--- src/hw/rtl/light_sample_window_stats_assert.svh ---
// ----------------------------------------------------------------------------
// Assertion macros for the light sample window statistics block
// Clocked on clk_i, quiet while rst_ni is low.
// ----------------------------------------------------------------------------
`ifndef LIGHT_SAMPLE_WINDOW_STATS_ASSERT_SVH
`define LIGHT_SAMPLE_WINDOW_STATS_ASSERT_SVH

// property that must hold at every edge out of reset
`define LSWS_ASSERT(lbl, prop, msg) \
  lbl: assert property (@(posedge clk_i) disable iff (!rst_ni) (prop)) else $error(msg);

// condition that must be followed by another in the next cycle
`define LSWS_ASSERT_NEXT(lbl, pre, post, msg) \
  lbl: assert property (@(posedge clk_i) disable iff (!rst_ni) (pre) |=> (post)) else $error(msg);

`endif

--- src/hw/rtl/lsws_pkg.sv ---
// ----------------------------------------------------------------------------
// lsws_pkg
// Shared types and constants of the light sample window statistics block.
// ----------------------------------------------------------------------------
package lsws_pkg;

  localparam int unsigned SAMPLE_W    = 12;
  localparam int unsigned TS_W        = 40;
  localparam int unsigned GAVG_W      = 56;
  localparam int unsigned LAVG_W      = 28;
  localparam int unsigned TOTAL_W     = 32;
  localparam int unsigned WEIGHT_W    = 17;
  localparam int unsigned FRAC_W      = 16;
  localparam int unsigned CFG_IDX_W   = 1;
  localparam int unsigned CFG_DATA_W  = 17;
  localparam int unsigned QUEUE_DEPTH = 2;

  localparam logic [WEIGHT_W-1:0] WEIGHT_ONE = 17'h10000;
  localparam logic [WEIGHT_W-1:0] WEIGHT_RST = 17'd65470;
  localparam logic [SAMPLE_W-1:0] OFFSET_RST = 12'd910;

  typedef enum logic {
    ACT_SAMPLE = 1'b0,
    ACT_REPORT = 1'b1
  } action_e;

  typedef enum logic [CFG_IDX_W-1:0] {
    CFG_EMA_WEIGHT = 1'b0,
    CFG_DIP_OFFSET = 1'b1
  } cfg_idx_e;

  typedef struct packed {
    action_e             action;
    logic [SAMPLE_W-1:0] sample;
    logic [TS_W-1:0]     ts;
  } item_t;

endpackage

--- src/hw/rtl/lsws_front.sv ---
// ----------------------------------------------------------------------------
// lsws_front
// Input side: takes words off the push port, tags their kind and holds them
// in a two-word queue for the back end.
// ----------------------------------------------------------------------------
module lsws_front import lsws_pkg::*; (
  input  logic                clk_i,
  input  logic                rst_ni,
  input  logic                push,
  output logic                full,
  input  logic                action_i,
  input  logic [SAMPLE_W-1:0] sample_i,
  input  logic [TS_W-1:0]     timestamp_ns_i,
  output item_t               item_o,
  output logic                item_vld_o,
  input  logic                item_rdy_i
);

  localparam int unsigned PtrW = $clog2(QUEUE_DEPTH);
  localparam int unsigned CntW = $clog2(QUEUE_DEPTH + 1);

  item_t           mem_q [QUEUE_DEPTH];
  logic [PtrW-1:0] wp_q, rp_q;
  logic [CntW-1:0] cnt_q;
  logic            push_ok, pop_ok;
  item_t           in_item;

  assign full       = (cnt_q == CntW'(QUEUE_DEPTH));
  assign item_vld_o = (cnt_q != '0);
  assign item_o     = mem_q[rp_q];
  assign push_ok    = push & ~full;
  assign pop_ok     = item_vld_o & item_rdy_i;

  always_comb begin
    in_item.action = action_i ? ACT_REPORT : ACT_SAMPLE;
    in_item.sample = sample_i;
    in_item.ts     = timestamp_ns_i;
  end

  always_ff @(posedge clk_i) begin
    if (push_ok) begin
      mem_q[wp_q] <= in_item;
    end
  end

  always_ff @(posedge clk_i or negedge rst_ni) begin
    if (!rst_ni) begin
      wp_q  <= '0;
      rp_q  <= '0;
      cnt_q <= '0;
    end else begin
      if (push_ok) wp_q <= wp_q + 1'b1;
      if (pop_ok)  rp_q <= rp_q + 1'b1;
      case ({push_ok, pop_ok})
        2'b10:   cnt_q <= cnt_q + 1'b1;
        2'b01:   cnt_q <= cnt_q - 1'b1;
        default: cnt_q <= cnt_q;
      endcase
    end
  end

endmodule

--- config.mk ---
export PLATFORM = sky130hd
export DESIGN_NAME = lsws_front
export DESIGN_NICKNAME = d
export VERILOG_FILES = /design/src/hw/rtl/light_sample_window_stats_assert.svh /design/src/hw/rtl/lsws_pkg.sv /design/src/hw/rtl/lsws_front.sv
export SDC_FILE = /design/constraint.sdc
export NUM_CORES = 1
export LEC_CHECK = 0
export ABC_CLOCK_PERIOD_IN_PS = 4650
export BUFFER_PORTS_ARGS = -buffer_cell sky130_fd_sc_hd__buf_2
export CAP_MARGIN = 5
export CORE_MARGIN = 2
export CORE_UTILIZATION = 45
export DETAILED_ROUTE_END_ITERATION = 8
export PLACE_DENSITY = 0.82
export SLEW_MARGIN = 40
export SYNTH_ARGS = -nofsm -noshare
export SYNTH_HDL_FRONTEND = slang
export SYNTH_SLANG_ARGS = --single-unit
--- constraint.sdc ---
create_clock -name clk_i -period 4.65 [get_ports clk_i]
set_clock_uncertainty 0.15 [all_clocks]
set_input_delay 0.93 -clock clk_i [delete_from_list [all_inputs] [get_ports clk_i]]
set_output_delay 0.93 -clock clk_i [all_outputs]
set_load 0.01 [all_outputs]
# After elaboration in Yosys (flattened, before gate mapping)
# Memory sizes are Yosys's and may differ from the RTL's.
# Cells that the tools add are included.
# W data, S select, Z words.
[totals] register_bits=4 mem_count=1 ramBits=106 elab_cells=20 in_bits=57
[mem_list] name="mem_q" words=2 width=53 read_ports=1 rd_ports_with_merged_regs=0 write_ports=1 line="lsws_front.sv:22" rtl="item_t mem_q [QUEUE_DEPTH];"
[op_classes] reduce_logical=2 n_addsub=4 eq_ne=3 mux=4 n_bitwise=3
[ops] operator="$eq A2 B2 Y1 const B" n=2
[ops] operator="$pmux W2 S2" n=1
[ops] operator="$reduce_bool A2 Y1" n=2
[ops] operator="$mux W1" n=3
[ops] operator="$add A1 B1 Y1 const B" n=2
[ops] operator="$add A2 B1 Y2 const B" n=1
[ops] operator="$and A1 B1 Y1" n=2
[ops] operator="$eq A2 B1 Y1 const B" n=1
[ops] operator="$sub A2 B1 Y2 const B" n=1
[ops] operator="$not A1 Y1" n=1

# Longest topological paths before layout
[depth] depth_word=5 mapped_depth=6 mapped_depth_nobuf=6

# Worst setup path before layout
# No wires, ideal clock.
[synth_path] kind="input to register" startpoint="in push" endpoint="mem mem_q[0][0] (netlist name), enable pin" arrival_ns=3.245 path_stages=2 setup_ns=0.464 required_time_ns=4.036 setup_slack_ns=0.791 path_cell_list="nand2_1 -> nor2_1"
[synth_via] elab_chain_len=3
[synth_rtl] element="start, declared" line="lsws_front.sv:9" rtl="input logic push,"
[synth_rtl] element="$and A1 B1 Y1" line="lsws_front.sv:31" rtl="assign push_ok = push & ~full;"
[synth_rtl] element="$mux W1" line="lsws_front.sv:41" rtl="if (push_ok) begin"
[synth_rtl] element="$mux W1 (not written as such)" line="lsws_front.sv:42" rtl="mem_q[wp_q] <= in_item;"
[synth_rtl] element="end, declared" line="lsws_front.sv:22"
# No other way between the ends.

==> flow_summary_export.csv <==
group,metric,value,unit
outcome,status,"completed",
pwr,power.density,592,nW/um^2
flow_run,maxCapViolCount,0,
pwr,peakVddDrop,409,uV
detailed_routing,drc_errors,0,
logic_synthesis,synth.distinct_cells,15,
sta,setup_violations,0,
setup_path,cp_max_fo,30,
logic_synthesis,yosys-top-cells-count,"edfxtp_1 (106), mux2_4 (49), buf_6 (6)",
clocking,post_cts_buffers,0,
place,preCtsSetupSlack,1780,ps
floorplanning,core-area,9200,um^2
setup_path,ff2ff_path_depth,4,
global_route,grt_max_degree,50,
clocking,cts-buffers-inserted,9,
final_layout,fillers,720,
pwr,swShare,29.8,%
global_route,overflow,0,
logic_synthesis,synthFlopType,"edfxtp_1",
detailed_routing,ant_nets,0,
hold_path,hold_class,"input port to asynchronous set/reset pin",
global_route,track_usage,13.4,%
logic_synthesis,syn-num-nets,241,
floorplanning,rows,35,
place,port-buffer-count,111,
logic_synthesis,ys_async_sr_fraction,3.64,%
detailed_routing,vias,1994,
logic_synthesis,synth.area.top_cells,"edfxtp_1 (75%), mux2_4 (17%), dfrtp_1 (2.4%)",
sta,fmax,0.333,GHz
final_layout,areaGrowthSynthToFinish,20.6,%
floorplanning,io_pins,112,
sta,hold_viol,0,
final_layout,regArea,3290,um^2
place,post-dp-hpwl,4.59,mm
logic_synthesis,synth_edf_count,106,
clocking,post_cts_resize_count,0,
pwr,power.internal,0.00212,W
sta,relSlewSlack,54.3,%
sta,timing.setup.tns,0,ps
global_route,antenna_found_initial,1,
clocking,path_clk_slew,90,ps
logic_synthesis,yosysMostFrequentCell,"edfxtp_1",
floorplanning,die_y,101,um
logic_synthesis,synth_top_cell_by_area,"edfxtp_1",
sta,worst-slew-pin-transition,685,ps
detailed_routing,drt_first_pass_iters,4,
sta,fin_crit_sh,64.7,%
final_layout,multi_input_area,888,um^2
setup_path,path_class,"register to output pin",
clocking,cts-root-buf,"clkbuf_8",
final_layout,fin_nets,361,
detailed_routing,totalWireLength,6.71,mm
detailed_routing,dr.first_iter.drc_count,44,
pwr,total_power,0.00302,W
pwr,p_sw,0.000900,W
sta,whs,205,ps
clocking,hold_buffers,0,
pwr,comb_power_share,34.4,%
logic_synthesis,synth_seq_cells,110,
logic_synthesis,synth_top_area_share,75.2,%
pwr,power.leakage,2.05,nW
clocking,cts.sinks,110,
logic_synthesis,netlist_instances,183,
sta,rsz0062_at_grt,"false",
floorplanning,initial_core_util,46.0,%
final_layout,fin_area,5100,um^2
logic_synthesis,netlist_area,4230,um^2
detailed_routing,wl_per_cell,16.0,um
setup_path,end_kind,"output pin",
setup_path,critPathArrivalTime,1930,ps
setup_path,start_kind,"register",
logic_synthesis,yosys_warnings,0,
clocking,cts_tree,"yes",
setup_path,crit_required,3570,ps
global_route,first_global_vias,2007,
pwr,p_seq_share,49.1,%
final_layout,drive_above_1_share,60.1,%
clocking,clockBufferDepth,2,
place,dpl_cell_area,4910,um^2
sta,finalCriticalPeriod,3010,ps
clocking,htreeDepth,3,
detailed_routing,viasPerCell,4.76,
place,routabilityCongestion,0.680,
floorplanning,die_w,101,um
clocking,clk_latency,360,ps
pwr,clkPwrFrac,16.5,%
final_layout,antenna_cells,0,
floorplanning,die_area,10200,um^2
sta,slew_viol_final,0,
global_route,grt_pass1_wl,9.92,mm
logic_synthesis,ys_seq_area_share,77.6,%
logic_synthesis,syn_avg_cell_area,23.1,um^2
sta,setup_ws,1640,ps
==> final cells by class <==
class                   count  area share [%]
clock buffers              11            2.57
well taps                 111            2.72
inverters                   1          0.0735
repair buffers            115            12.1
flip-flops and latches    110            64.4
multi-input cells          66            17.4
clock inverters             5           0.711
==> placed cells by master (no fill, tap or decap), types with 2 or more instances in the layout <==
cell type and count:
buf_2 111, buf_4 2, clkbuf_1 2, clkbuf_8 9, clkinv_4 2, clkinvlp_4 2
dfrtp_1 3, edfxtp_1 106, mux2_2 4, mux2_4 49, xnor2_1 3, xor2_1 2
==> critical path: stages (launching register included) <==
cell     delay [ps]
dfrtp_4         740
buf_12          290
mux2_2          360
buf_2           140
==> power groups by stage <==
| stage | registers [W] | logic, W | clock network, W |
|---|---|---|---|
| after floorplan | 0.00144 | 0.000796 | 0 |
| after global placement | 0.00156 | 0.000948 | 0 |
| after detailed placement | 0.00151 | 0.00104 | 0 |
| after CTS | 0.00149 | 0.00105 | 0.000512 |
| after global routing | 0.00151 | 0.00112 | 0.000556 |
| final | 0.00148 | 0.00104 | 0.000498 |
==> layer usage <==
metal	global-route usage [%]	routed length, um	vias up
li1	-	-	951
met1	15.9	2700	955
met2	22.2	3410	71
met3	4.51	458	15
met4	6.24	130	2
met5	0	14	-
==> kinds of logic (layout without fill, tap and decap cells) <==
family	Yosys count	count (layout)	share of synthesized area (%)
AND/OR/NAND/NOR	7	7	0.917
buffers and inverters	7	132	1.69
adder cells (fa/ha/maj)	1	1	0.296
multiplexers	53	53	18.5
flip-flops	110	110	77.6
XOR/XNOR	5	5	1.04
==> state kept, by name (all words and copies together), names as in the netlist <==
name,cells
cnt_q,2
rp_q,1
mem_q,106
wp_q,1
==> stage by stage <==
stage | std cells | util [%]
finish | 419 | 55.5
CTS | 418 | 55.2
detailed placement | 402 | 53.4
global route | 419 | 55.5
floorplan | 183 | -
global placement | 401 | 53.1
==> worst paths after layout <==
| kind | startpoint | slack (ps) | to |
|---|---|---|---|
| worst max-delay path | rp_q | 1640 | item_o[39] |
| worst max register to register | cnt_q[0] | 2630 | mem_q[0][52] |
| min in group clk_i | cnt_q[1] | 380 | cnt_q[1] |
| max in group asynchronous | rst_ni | 4020 | rp_q |
| worst min register to register | cnt_q[1] | 380 | cnt_q[1] |
| worst min-delay path | rst_ni | 200 | wp_q |
No activity file was read; power rests on OpenSTA's default activity.
